===== src/rtl/core/srs_pkg.sv =====
// Package for the servo recipe sequencer: sizes, codes, per-servo context and result types.
// Has no dependencies; srs_exec and the top level use it.
package srs_pkg;

    localparam int RECIPE_DEPTH = 128;
    localparam int SERVO_COUNT = 2;

    localparam int ADDR_W = $clog2(RECIPE_DEPTH);
    localparam int SERVO_W = (SERVO_COUNT > 1) ? $clog2(SERVO_COUNT) : 1;
    localparam int LOAD_ADDR_W = 7;
    localparam int WRAP_STEPS = $clog2(127 / RECIPE_DEPTH + 1);

    localparam logic [4:0] RESET_POSITION = 5'd3;
    localparam logic [4:0] MAX_POSITION_RESET = 5'd5;
    localparam logic [7:0] MOVE_UNITS = 8'd5;
    localparam logic [7:0] MANUAL_HOLD = 8'd10;

    typedef enum logic [1:0] {
        KIND_STEP     = 2'd0,
        KIND_OVERRIDE = 2'd1,
        KIND_LOAD     = 2'd2
    } kind_t;

    typedef enum logic [2:0] {
        CMD_PAUSE    = 3'd0,
        CMD_CONTINUE = 3'd1,
        CMD_RIGHT    = 3'd2,
        CMD_LEFT     = 3'd3,
        CMD_NONE     = 3'd4,
        CMD_RESTART  = 3'd5
    } cmd_t;

    typedef enum logic [2:0] {
        OP_END      = 3'd0,
        OP_MOV      = 3'd1,
        OP_WAIT     = 3'd2,
        OP_LOOP     = 3'd4,
        OP_END_LOOP = 3'd5
    } op_t;

    typedef enum logic [2:0] {
        MODE_RUNNING = 3'd0,
        MODE_PAUSED  = 3'd1,
        MODE_END     = 3'd2,
        MODE_NESTED  = 3'd3,
        MODE_CMD_ERR = 3'd4
    } mode_t;

    typedef enum logic [1:0] {
        CFG_PULSE_BASE   = 2'd0,
        CFG_PULSE_STEP   = 2'd1,
        CFG_MAX_POSITION = 2'd2
    } cfg_index_t;

    typedef struct packed {
        logic [ADDR_W-1:0] pc;
        logic [ADDR_W-1:0] loop_start;
        logic [4:0]        loop_count;
        logic [4:0]        loop_times;
        logic              loop_active;
        logic [4:0]        position;
        mode_t             mode;
    } ctx_t;

    localparam ctx_t CTX_RESET = '{
        pc:          '0,
        loop_start:  '0,
        loop_count:  5'd0,
        loop_times:  5'd0,
        loop_active: 1'b0,
        position:    RESET_POSITION,
        mode:        MODE_RUNNING
    };

    typedef struct packed {
        logic [15:0] pulse_base;
        logic [10:0] pulse_step;
        logic [4:0]  max_position;
    } cfg_t;

    typedef struct packed {
        logic [16:0] pulse_len;
        logic        pulse_update;
        logic [7:0]  hold_units;
        mode_t       mode;
    } res_t;

    // Reduces a load address into the recipe range with a short restoring subtract chain.
    function automatic logic [ADDR_W-1:0] wrap_addr(input logic [LOAD_ADDR_W-1:0] a);
        logic [LOAD_ADDR_W-1:0] v;
        v = a;
        for (int k = WRAP_STEPS - 1; k >= 0; k--)
        begin
            if (int'(v) >= (RECIPE_DEPTH << k))
            begin
                v = v - LOAD_ADDR_W'(RECIPE_DEPTH << k);
            end
        end
        return ADDR_W'(v);
    endfunction

    function automatic logic [ADDR_W-1:0] next_index(input logic [ADDR_W-1:0] i);
        return (i == ADDR_W'(RECIPE_DEPTH - 1)) ? '0 : i + 1'b1;
    endfunction

endpackage


===== src/rtl/core/srs_channels.sv =====
// Valid/ready channel interfaces of the servo recipe sequencer: items, results, configuration.
// Depends on nothing; the top level uses the source and sink modports.
interface srs_item_if;
    logic       valid;
    logic       ready;
    logic [1:0] kind;
    logic       servo_id;
    logic [2:0] command;
    logic [6:0] load_addr;
    logic [7:0] load_byte;

    modport source (output valid, kind, servo_id, command, load_addr, load_byte, input ready);
    modport sink (input valid, kind, servo_id, command, load_addr, load_byte, output ready);
endinterface

interface srs_result_if;
    logic        valid;
    logic        ready;
    logic [16:0] pulse_len;
    logic        pulse_update;
    logic [7:0]  hold_units;
    logic [2:0]  mode;

    modport source (output valid, pulse_len, pulse_update, hold_units, mode, input ready);
    modport sink (input valid, pulse_len, pulse_update, hold_units, mode, output ready);
endinterface

interface srs_cfg_if;
    logic        valid;
    logic        ready;
    logic [1:0]  index;
    logic [15:0] data;

    modport source (output valid, index, data, input ready);
    modport sink (input valid, index, data, output ready);
endinterface


===== src/rtl/core/srs_ram.sv =====
// Generic single-port-write, single-port-read RAM with a registered read.
// Has no dependencies; holds the recipe bytes of the sequencer.
module srs_ram #(
    parameter int WIDTH = 8,
    parameter int DEPTH = 128
) (
    input  logic                     clk,
    input  logic                     we,
    input  logic [$clog2(DEPTH)-1:0] waddr,
    input  logic [WIDTH-1:0]         wdata,
    input  logic                     re,
    input  logic [$clog2(DEPTH)-1:0] raddr,
    output logic [WIDTH-1:0]         rdata
);

    logic [WIDTH-1:0] mem [DEPTH];

    always_ff @(posedge clk)
    begin
        if (we)
        begin
            mem[waddr] <= wdata;
        end
        if (re)
        begin
            rdata <= mem[raddr];
        end
    end

endmodule


===== src/rtl/core/srs_exec.sv =====
// Execute stage: applies one recipe byte or override to a servo context and forms the result.
// Depends on srs_pkg for the context, configuration, result types and codes.
module srs_exec (
    input  srs_pkg::kind_t kind,
    input  srs_pkg::cmd_t  command,
    input  srs_pkg::ctx_t  ctx,
    input  logic [7:0]     recipe_byte,
    input  srs_pkg::cfg_t  cfg_regs,
    output srs_pkg::ctx_t  ctx_out,
    output srs_pkg::res_t  res
);

    srs_pkg::op_t                op;
    logic [4:0]                  arg;
    logic [4:0]                  span;
    logic [srs_pkg::ADDR_W-1:0]  nxt;
    logic                        upd;
    logic [7:0]                  hold;
    srs_pkg::ctx_t               nc;

    assign op = srs_pkg::op_t'(recipe_byte[7:5]);
    assign arg = recipe_byte[4:0];
    assign span = (ctx.position > arg) ? ctx.position - arg : arg - ctx.position;

    always_comb
    begin
        nc = ctx;
        upd = 1'b0;
        hold = 8'd0;
        nxt = srs_pkg::next_index(ctx.pc);
        case (kind)
            srs_pkg::KIND_STEP:
            begin
                if (ctx.mode == srs_pkg::MODE_RUNNING)
                begin
                    case (op)
                        srs_pkg::OP_MOV:
                        begin
                            nc.position = arg;
                            upd = 1'b1;
                            hold = (8'(span) + 8'd1) * srs_pkg::MOVE_UNITS;
                        end
                        srs_pkg::OP_WAIT:
                        begin
                            hold = 8'(arg) + 8'd1;
                        end
                        srs_pkg::OP_LOOP:
                        begin
                            if (ctx.loop_active)
                            begin
                                nc.mode = srs_pkg::MODE_NESTED;
                            end
                            else
                            begin
                                nc.loop_times = arg;
                                nc.loop_start = ctx.pc;
                                nc.loop_count = 5'd0;
                                nc.loop_active = 1'b1;
                            end
                        end
                        srs_pkg::OP_END_LOOP:
                        begin
                            if (!ctx.loop_active)
                            begin
                                nc.mode = srs_pkg::MODE_NESTED;
                            end
                            else if (ctx.loop_count == ctx.loop_times)
                            begin
                                nc.loop_active = 1'b0;
                            end
                            else
                            begin
                                nc.loop_count = ctx.loop_count + 5'd1;
                                nxt = srs_pkg::next_index(ctx.loop_start);
                            end
                        end
                        srs_pkg::OP_END:
                        begin
                            nc.mode = srs_pkg::MODE_END;
                        end
                        default:
                        begin
                            nc.mode = srs_pkg::MODE_CMD_ERR;
                        end
                    endcase
                    nc.pc = nxt;
                end
            end
            srs_pkg::KIND_OVERRIDE:
            begin
                case (command)
                    srs_pkg::CMD_PAUSE:
                    begin
                        if (ctx.mode inside {srs_pkg::MODE_RUNNING, srs_pkg::MODE_PAUSED})
                        begin
                            nc.mode = srs_pkg::MODE_PAUSED;
                        end
                    end
                    srs_pkg::CMD_CONTINUE:
                    begin
                        if (ctx.mode inside {srs_pkg::MODE_RUNNING, srs_pkg::MODE_PAUSED})
                        begin
                            nc.mode = srs_pkg::MODE_RUNNING;
                        end
                    end
                    srs_pkg::CMD_RIGHT:
                    begin
                        if (ctx.mode == srs_pkg::MODE_PAUSED && ctx.position != 5'd0)
                        begin
                            nc.position = ctx.position - 5'd1;
                            upd = 1'b1;
                            hold = srs_pkg::MANUAL_HOLD;
                        end
                    end
                    srs_pkg::CMD_LEFT:
                    begin
                        if (ctx.mode == srs_pkg::MODE_PAUSED &&
                            ctx.position < cfg_regs.max_position)
                        begin
                            nc.position = ctx.position + 5'd1;
                            upd = 1'b1;
                            hold = srs_pkg::MANUAL_HOLD;
                        end
                    end
                    srs_pkg::CMD_RESTART:
                    begin
                        nc.pc = '0;
                        nc.loop_active = 1'b0;
                    end
                    default:
                    begin
                    end
                endcase
            end
            default:
            begin
            end
        endcase
    end

    assign ctx_out = nc;
    assign res.pulse_len = 17'(cfg_regs.pulse_base) +
                           17'(nc.position) * 17'(cfg_regs.pulse_step);
    assign res.pulse_update = upd;
    assign res.hold_units = hold;
    assign res.mode = nc.mode;

endmodule


===== src/rtl/core/servo_recipe_sequencer.sv =====
// Servo recipe sequencer: accepts one item per cycle when consecutive steps or overrides
// address different servos and the result output is not held; a step or override that follows
// one for the same servo waits until the earlier one has written back its servo context, since
// the next item reads that context to address the registered recipe memory read. A result is
// registered in the output register when its item leaves execute. Load items write the
// recipe memory at acceptance, and a recipe byte never loaded since reset reads as zero.
// Depends on srs_pkg, srs_channels, srs_ram and srs_exec.
module servo_recipe_sequencer (
    input  logic                clk,
    input  logic                rst_n,
    srs_item_if.sink            item,
    srs_result_if.source        result,
    srs_cfg_if.sink             cfg
);

    logic [15:0]                   pulse_base_reg;
    logic [10:0]                   pulse_step_reg;
    logic [4:0]                    max_position_reg;
    srs_pkg::cfg_t                 cfg_regs;

    srs_pkg::kind_t                in_kind;
    logic [srs_pkg::SERVO_W-1:0]   in_servo;
    logic                          item_take;
    logic [srs_pkg::ADDR_W-1:0]    load_addr_w;
    logic [srs_pkg::ADDR_W-1:0]    read_addr;
    logic                          ram_we;
    logic [7:0]                    ram_rdata;
    logic [srs_pkg::RECIPE_DEPTH-1:0] loaded_reg;
    logic                          loaded_rd_reg;
    logic [7:0]                    recipe_byte;

    srs_pkg::ctx_t                 ctx_reg [srs_pkg::SERVO_COUNT];
    srs_pkg::ctx_t                 ctx_next;

    logic                          s2_valid_reg;
    srs_pkg::kind_t                s2_kind_reg;
    logic [srs_pkg::SERVO_W-1:0]   s2_servo_reg;
    srs_pkg::cmd_t                 s2_cmd_reg;
    logic                          s2_adv;
    logic                          s2_hazard;

    logic                          out_valid_reg;
    srs_pkg::res_t                 out_res_reg;
    srs_pkg::res_t                 res_next;

    assign cfg.ready = 1'b1;

    always_ff @(posedge clk or negedge rst_n)
    begin
        if (!rst_n)
        begin
            pulse_base_reg <= 16'd0;
            pulse_step_reg <= 11'd0;
            max_position_reg <= srs_pkg::MAX_POSITION_RESET;
        end
        else if (cfg.valid)
        begin
            case (srs_pkg::cfg_index_t'(cfg.index))
                srs_pkg::CFG_PULSE_BASE:   pulse_base_reg <= cfg.data;
                srs_pkg::CFG_PULSE_STEP:   pulse_step_reg <= cfg.data[10:0];
                srs_pkg::CFG_MAX_POSITION: max_position_reg <= cfg.data[4:0];
                default:
                begin
                end
            endcase
        end
    end

    assign cfg_regs = '{
        pulse_base:   pulse_base_reg,
        pulse_step:   pulse_step_reg,
        max_position: max_position_reg
    };

    assign in_kind = srs_pkg::kind_t'(item.kind);
    assign in_servo = (srs_pkg::SERVO_COUNT == 1) ? '0 : srs_pkg::SERVO_W'(item.servo_id);
    assign load_addr_w = srs_pkg::wrap_addr(item.load_addr);
    assign read_addr = ctx_reg[in_servo].pc;

    // A step or override still in execute for the same servo has not written its context back.
    assign s2_hazard = s2_valid_reg && (s2_servo_reg == in_servo) &&
                       (s2_kind_reg == srs_pkg::KIND_STEP ||
                        s2_kind_reg == srs_pkg::KIND_OVERRIDE);
    assign s2_adv = s2_valid_reg && (!out_valid_reg || result.ready);
    assign item.ready = (!s2_valid_reg || s2_adv) && !s2_hazard;
    assign item_take = item.valid && item.ready;
    assign ram_we = item_take && (in_kind == srs_pkg::KIND_LOAD);

    srs_ram #(
        .WIDTH (8),
        .DEPTH (srs_pkg::RECIPE_DEPTH)
    ) u_recipe_ram (
        .clk   (clk),
        .we    (ram_we),
        .waddr (load_addr_w),
        .wdata (item.load_byte),
        .re    (item_take),
        .raddr (read_addr),
        .rdata (ram_rdata)
    );

    always_ff @(posedge clk or negedge rst_n)
    begin
        if (!rst_n)
        begin
            loaded_reg <= '0;
            loaded_rd_reg <= 1'b0;
        end
        else
        begin
            if (ram_we)
            begin
                loaded_reg[load_addr_w] <= 1'b1;
            end
            if (item_take)
            begin
                loaded_rd_reg <= loaded_reg[read_addr];
            end
        end
    end

    assign recipe_byte = loaded_rd_reg ? ram_rdata : 8'd0;

    always_ff @(posedge clk or negedge rst_n)
    begin
        if (!rst_n)
        begin
            s2_valid_reg <= 1'b0;
        end
        else if (item_take)
        begin
            s2_valid_reg <= 1'b1;
        end
        else if (s2_adv)
        begin
            s2_valid_reg <= 1'b0;
        end
    end

    always_ff @(posedge clk)
    begin
        if (item_take)
        begin
            s2_kind_reg <= in_kind;
            s2_servo_reg <= in_servo;
            s2_cmd_reg <= srs_pkg::cmd_t'(item.command);
        end
    end

    srs_exec u_exec (
        .kind        (s2_kind_reg),
        .command     (s2_cmd_reg),
        .ctx         (ctx_reg[s2_servo_reg]),
        .recipe_byte (recipe_byte),
        .cfg_regs    (cfg_regs),
        .ctx_out     (ctx_next),
        .res         (res_next)
    );

    always_ff @(posedge clk or negedge rst_n)
    begin
        if (!rst_n)
        begin
            for (int i = 0; i < srs_pkg::SERVO_COUNT; i++)
            begin
                ctx_reg[i] <= srs_pkg::CTX_RESET;
            end
        end
        else if (s2_adv)
        begin
            ctx_reg[s2_servo_reg] <= ctx_next;
        end
    end

    always_ff @(posedge clk or negedge rst_n)
    begin
        if (!rst_n)
        begin
            out_valid_reg <= 1'b0;
        end
        else if (s2_adv)
        begin
            out_valid_reg <= 1'b1;
        end
        else if (result.ready)
        begin
            out_valid_reg <= 1'b0;
        end
    end

    always_ff @(posedge clk)
    begin
        if (s2_adv)
        begin
            out_res_reg <= res_next;
        end
    end

    assign result.valid = out_valid_reg;
    assign result.pulse_len = out_res_reg.pulse_len;
    assign result.pulse_update = out_res_reg.pulse_update;
    assign result.hold_units = out_res_reg.hold_units;
    assign result.mode = out_res_reg.mode;

endmodule

===== src/flat_wrapper.sv =====
// flat-port wrapper written by rule: the top's interface ports become plain ports
module servo_recipe_sequencer_flat 
  (clk, rst_n, item_valid, item_kind, item_servo_id, item_command, item_load_addr, item_load_byte, item_ready, result_valid, result_pulse_len, result_pulse_update, result_hold_units, result_mode, result_ready, cfg_valid, cfg_index, cfg_data, cfg_ready);
  srs_item_if item_i ();
  srs_result_if result_i ();
  srs_cfg_if cfg_i ();
  input  logic clk;
  input  logic rst_n;
  input wire logic [$bits(item_i.valid)-1:0] item_valid;
  input wire logic [$bits(item_i.kind)-1:0] item_kind;
  input wire logic [$bits(item_i.servo_id)-1:0] item_servo_id;
  input wire logic [$bits(item_i.command)-1:0] item_command;
  input wire logic [$bits(item_i.load_addr)-1:0] item_load_addr;
  input wire logic [$bits(item_i.load_byte)-1:0] item_load_byte;
  output wire logic [$bits(item_i.ready)-1:0] item_ready;
  output wire logic [$bits(result_i.valid)-1:0] result_valid;
  output wire logic [$bits(result_i.pulse_len)-1:0] result_pulse_len;
  output wire logic [$bits(result_i.pulse_update)-1:0] result_pulse_update;
  output wire logic [$bits(result_i.hold_units)-1:0] result_hold_units;
  output wire logic [$bits(result_i.mode)-1:0] result_mode;
  input wire logic [$bits(result_i.ready)-1:0] result_ready;
  input wire logic [$bits(cfg_i.valid)-1:0] cfg_valid;
  input wire logic [$bits(cfg_i.index)-1:0] cfg_index;
  input wire logic [$bits(cfg_i.data)-1:0] cfg_data;
  output wire logic [$bits(cfg_i.ready)-1:0] cfg_ready;
  assign item_i.valid = item_valid;
  assign item_i.kind = item_kind;
  assign item_i.servo_id = item_servo_id;
  assign item_i.command = item_command;
  assign item_i.load_addr = item_load_addr;
  assign item_i.load_byte = item_load_byte;
  assign item_ready = item_i.ready;
  assign result_valid = result_i.valid;
  assign result_pulse_len = result_i.pulse_len;
  assign result_pulse_update = result_i.pulse_update;
  assign result_hold_units = result_i.hold_units;
  assign result_mode = result_i.mode;
  assign result_i.ready = result_ready;
  assign cfg_i.valid = cfg_valid;
  assign cfg_i.index = cfg_index;
  assign cfg_i.data = cfg_data;
  assign cfg_ready = cfg_i.ready;
  servo_recipe_sequencer u_core (.clk(clk), .rst_n(rst_n), .item(item_i), .result(result_i), .cfg(cfg_i));
endmodule

===== config.mk =====
export PLATFORM = sky130hd
export DESIGN_NAME = servo_recipe_sequencer_flat
export DESIGN_NICKNAME = d
export VERILOG_FILES = /design/src/rtl/core/srs_pkg.sv /design/src/rtl/core/srs_channels.sv /design/src/rtl/core/srs_ram.sv /design/src/rtl/core/srs_exec.sv /design/src/rtl/core/servo_recipe_sequencer.sv /design/src/flat_wrapper.sv
export SDC_FILE = /design/constraint.sdc
export NUM_CORES = 2
export LEC_CHECK = 0
export BUFFER_PORTS_ARGS = -buffer_cell sky130_fd_sc_hd__buf_2
export CAP_MARGIN = 20
export CELL_PAD_IN_SITES_DETAIL_PLACEMENT = 0
export CELL_PAD_IN_SITES_GLOBAL_PLACEMENT = 1
export CORE_AREA = 2 2 386 388
export CTS_BUF_LIST = sky130_fd_sc_hd__clkbuf_4 sky130_fd_sc_hd__clkbuf_8 sky130_fd_sc_hd__clkbuf_16
export CTS_CLUSTER_DIAMETER = 120
export DETAILED_ROUTE_END_ITERATION = 6
export DIE_AREA = 0 0 388 390
export GPL_TIMING_DRIVEN = 0
export HOLD_SLACK_MARGIN = 0.06
export PLACE_DENSITY = 0.53
export SLEW_MARGIN = 20
export SYNTH_ARGS = -nofsm -noshare
export SYNTH_HDL_FRONTEND = slang
export SYNTH_SLANG_ARGS = --single-unit

===== constraint.sdc =====
create_clock -name clk -period 13.9 [get_ports clk]
set_clock_uncertainty 0.05 [all_clocks]
set_input_delay 2.085 -clock clk [delete_from_list [all_inputs] [get_ports clk]]
set_output_delay 2.085 -clock clk [all_outputs]
set_load 0.01 [all_outputs]

==> summary.md <==
| Metric | Value |
|---|---|
| Clock Power Share | `33.2%` |
| CP startpoint | `u_core.s2_servo_reg$_DFFE_PP_` |
| Port-buffer cells | `71` |
| Wire per inst | `30.2 microns` |
| CP Capture Type | `flop` |
| Die W | `388 microns` |
| Final Slew Violations | `0` |
| 1st-pass router iterations | `7` |
| Power density cells | `roughly 190 nW/um^2` |
| CTS resizes | `0` |
| Initial DRC count | `roughly 2,400` |
| Dominant synthesized flop cell | `edfxtp_1` |
| Worst-case reg-to-reg path depth | `26` |
| Post-layout util | `42.3%` |
| Core area | `147,000 sq um` |
| Number of global-route vias before repair | `31,028` |
| Data required time at the worst endpoint | `14,390 ps` |
| Largest net degree at the start of global routing | `86` |
| Largest fanout on the critical path | `10` |
| Final-layout fill cell count | `13,180` |
| Drt via density | `5.52` |
| Ratio of cells with drive above 1 in the final layout | `25.9%` |
| Mapped Area | `between 50,000 and 60,000 sq um` |
| Via count | `~30,000` |
| Clock Path Buffers | `3` |
| Peak VDD IR | `roughly 0.12 mV` |
| CTS tree | `done` |
| WL final | `163,000 microns` |
| Clk pin slew, worst setup/hold paths | `60 ps` |
| Number of flip-flops in the largest register | `1,024` |
| DRC viols | `1` |
| Sw frac | `a little under a third` |
| Post-Synthesis Cells | `3,109` |
| Cell Int Power | `8.14 mW` |
| Max transition margin | `18.7%` |
| Area Overhead vs Synth | `15.0%` |
| RSZ-0062 raised after global routing | `no` |
| R2R setup slack | `6280 ps` |
| Clock Root Buffer | `clkbuf_16` |
| Seq/Total Area, Yosys | `approximately 70%` |
| Placer Congestion | `~0.91` |
| Failing checks | `DRC` |
| CP arrival | `8110 ps` |
| Die H | `390 microns` |
| Setup Viol. Count Final | `0` |
| Syn nets | `3,250` |
| R2R Path End | `u_core.result.pulse_len[16]$_DFFE_PP_` |
| Hold_buf cts | `0` |
| Net switching power figure | `3.72 mW` |
| Clock Latency Late Sink | `approximately 800 ps` |
| Setup crit end | `u_core.result.pulse_len[16]$_DFFE_PP_` |
| Mean Syn Cell Area | `17.4 sq um` |
| Post-synth EDFFs | `1,067` |
| IO Pins | `76` |
| Max cap viols | `0` |
| Fin. Hold Viols | `0` |
| Pleak | `22.5 nW` |
| Synth Register Bits | `1,296` |
| Min Clock Period, post-route | `7620 ps` |
| CP Launch Type | `flop` |
| Warnings from Yosys | `0` |
| CTS H-Tree Depth | `4` |
| Critical path type | `flop to flop` |
| Synth unique cells | `78` |
| ANT nets after route | `0` |
| Post-route setup TNS | `0 ps` |
| GRT Overall Usage | `21.6%` |
| Gr ovfl total | `0` |
| Hold Path Class | `flop to flop` |
| Post CTS Setup Buffer Count | `0` |
| Initial core utilization | `36.8%` |
| Worst r2r src | `u_core.s2_servo_reg$_DFFE_PP_` |
| Fmax | `131 MHz` |
| Post-synth ARST share | `between 10% and 20%` |
| Initial antenna violation count | `6` |
| Flop pwr share | `37.4%` |
| Least-Margin Pin Slew | `1190 ps` |
| Layout net count | `3,479` |
| Status | `finished, violations left` |
| Row count | `141` |
| HPWL Detailed | `113,000 microns` |
| CTS Buf Count | `146` |
| Crit share post-route | `54.8%` |
| Combinational share of power | `just under 30%` |
| First-pass GRT wire length | `231,000 microns` |
| Die ar. | `between 150,000 and 200,000 sq um` |
| Clk sinks | `1,296` |
==> synthesized netlist by cell type (3+ instances only) <==
cell | instances | area share (%)
nand3_1 | 22 | 0.20
ha_1 | 53 | 1.2
xnor2_1 | 21 | 0.34
inv_1 | 105 | 0.73
nor3_1 | 26 | 0.24
mux2_2 | 56 | 1.2
a32oi_1 | 4 | 0.065
buf_6 | 21 | 0.44
o21ai_1 | 22 | 0.20
o21bai_1 | 4 | 0.055
o21a_1 | 3 | 0.042
buf_1 | 4 | 0.028
a22oi_1 | 37 | 0.51
nor3b_1 | 4 | 0.055
nor2b_1 | 10 | 0.12
dfrtp_1 | 223 | 10
o211ai_1 | 6 | 0.083
nand2b_1 | 7 | 0.081
nor4_1 | 7 | 0.081
a21o_1 | 8 | 0.11
a221oi_1 | 53 | 0.86
xor2_1 | 21 | 0.34
nand3b_1 | 9 | 0.12
buf_2 | 34 | 0.31
and2_1 | 47 | 0.54
and3b_1 | 3 | 0.049
nand4_1 | 5 | 0.058
nor2_1 | 181 | 1.3
or2_2 | 132 | 1.5
clkbuf_1 | 65 | 0.45
a22o_1 | 55 | 0.89
fa_1 | 44 | 1.6
a221oi_2 | 4 | 0.11
a31oi_1 | 10 | 0.12
o221ai_1 | 6 | 0.097
edfxtp_1 | 1067 | 59
dfstp_2 | 6 | 0.29
buf_4 | 14 | 0.19
mux2i_1 | 68 | 1.3
mux4_2 | 268 | 11
a21oi_1 | 51 | 0.47
o22ai_1 | 47 | 0.54
o21ai_0 | 66 | 0.61
nand2_1 | 163 | 1.1
and3_1 | 7 | 0.081
==> area by class of cell <==
| class | instances | area, sq um | area share, % |
|---|---|---|---|
| sequential | 1296 | 37800 | 60.7 |
| timing repair buffer | 81 | 691 | 1.11 |
| antenna | 1 | 2.50 | 0.00402 |
| tap | 1930 | 2410 | 3.88 |
| inverter | 107 | 402 | 0.645 |
| multi-input combinational | 1568 | 15300 | 24.5 |
| buffer | 138 | 776 | 1.25 |
| clock buffer | 204 | 4240 | 6.81 |
| clock inverter | 68 | 722 | 1.16 |
==> worst min-delay path by stage <==
stage,start,end,slack (ps),depth (start not counted)
final,u_core.loaded_reg[97]$_DFFE_PN0P_,u_core.loaded_reg[97]$_DFFE_PN0P_,410,1
after global routing,u_core.loaded_reg[95]$_DFFE_PN0P_,u_core.loaded_reg[95]$_DFFE_PN0P_,420,1
after global placement,u_core.loaded_reg[16]$_DFFE_PN0P_,u_core.loaded_reg[16]$_DFFE_PN0P_,400,1
after floorplan,u_core.loaded_reg[105]$_DFFE_PN0P_,u_core.loaded_reg[105]$_DFFE_PN0P_,380,1
after CTS,u_core.loaded_reg[97]$_DFFE_PN0P_,u_core.loaded_reg[97]$_DFFE_PN0P_,410,1
after detailed placement,u_core.loaded_reg[96]$_DFFE_PN0P_,u_core.loaded_reg[96]$_DFFE_PN0P_,400,1
==> metrics by stage <==
stage	setup slack, ps	instances	cell area [sq um]	total power, mW	hold slack, ps
3_3_place_gp	6190	5110	56900	8.04	396
4_1_cts	6150	5392	62300	12.0	414
6_report	6280	5393	62300	11.9	412
5_1_grt	5750	5393	62300	12.5	422
2_1_floorplan	7680	3109	54200	6.84	384
3_5_place_dp	6150	5120	57300	8.05	402
==> layer usage <==
| layer | vias up | share of wire (%) | track usage (%) |
|---|---|---|---|
| li1 | 12665 | - | - |
| met4 | 10 | 2.8 | 6.44 |
| met5 | - | 0.036 | 0 |
| met1 | 15929 | 42 | 28.0 |
| met3 | 240 | 5.6 | 4.44 |
| met2 | 945 | 49 | 36.7 |
==> critical path: stages, from the launching register on <==
cell	delay, ps
edfxtp_1	450
buf_6	230
mux2i_1	600
inv_1	310
ha_1	340
o21ai_0	170
a31oi_1	60
o211ai_1	240
nand4_1	280
and2_1	260
o311ai_1	690
buf_2	360
nand2_1	110
fa_1	510
inv_1	40
ha_1	290
ha_1	280
ha_1	230
fa_1	470
a21o_1	180
a21oi_1	280
o21ai_0	190
nand3_1	140
a31oi_1	150
a21o_1	210
a21oi_1	160
xnor2_1	90
==> layout by cell type, fill, tap and decap left out, types with 24 or more instances in the layout <==
cell type and instances:
ha_1 53, clkbuf_1 61, inv_1 104, clkbuf_16 150, o22ai_1 47, nor3_1 26, edfxtp_1 1067, clkbuf_4 41
a22oi_1 37, nand2_1 163, and2_1 47, a22o_1 55, dfrtp_1 223, fa_1 44, mux2i_1 65, mux2_2 56
buf_6 29, buf_2 96, or2_2 132, o21ai_0 66, clkinv_2 24, mux4_2 268, nor2_1 177, a221oi_1 53
a21oi_1 51
==> power by group through the flow <==
stage / Sequential, mW / Combinational [mW] / Clock (mW)
global placement: 4.52 / 3.52 / 0
CTS: 4.44 / 3.55 / 4.01
global route: 4.45 / 3.83 / 4.17
detailed placement: 4.52 / 3.53 / 0
floorplan: 4.52 / 2.33 / 0
finish: 4.44 / 3.48 / 3.93
==> cells by family (layout without fill, tap and decap cells) <==
| logic type | count (synthesis) | count (layout) | synth area share, % |
|---|---|---|---|
| and+or+nand+nor | 634 | 634 | 5.72 |
| other | 1 | 2 | 0.00692 |
| adders and majority gates | 97 | 97 | 2.85 |
| AOI/OAI and AO/OA | 398 | 398 | 5.16 |
| DFF | 1296 | 1296 | 69.7 |
| xor gates and xnor gates | 42 | 42 | 0.679 |
| muxes | 396 | 396 | 13.7 |
| buffers and inverters | 245 | 598 | 2.16 |
No activity file was read; power rests on OpenSTA's default activity.
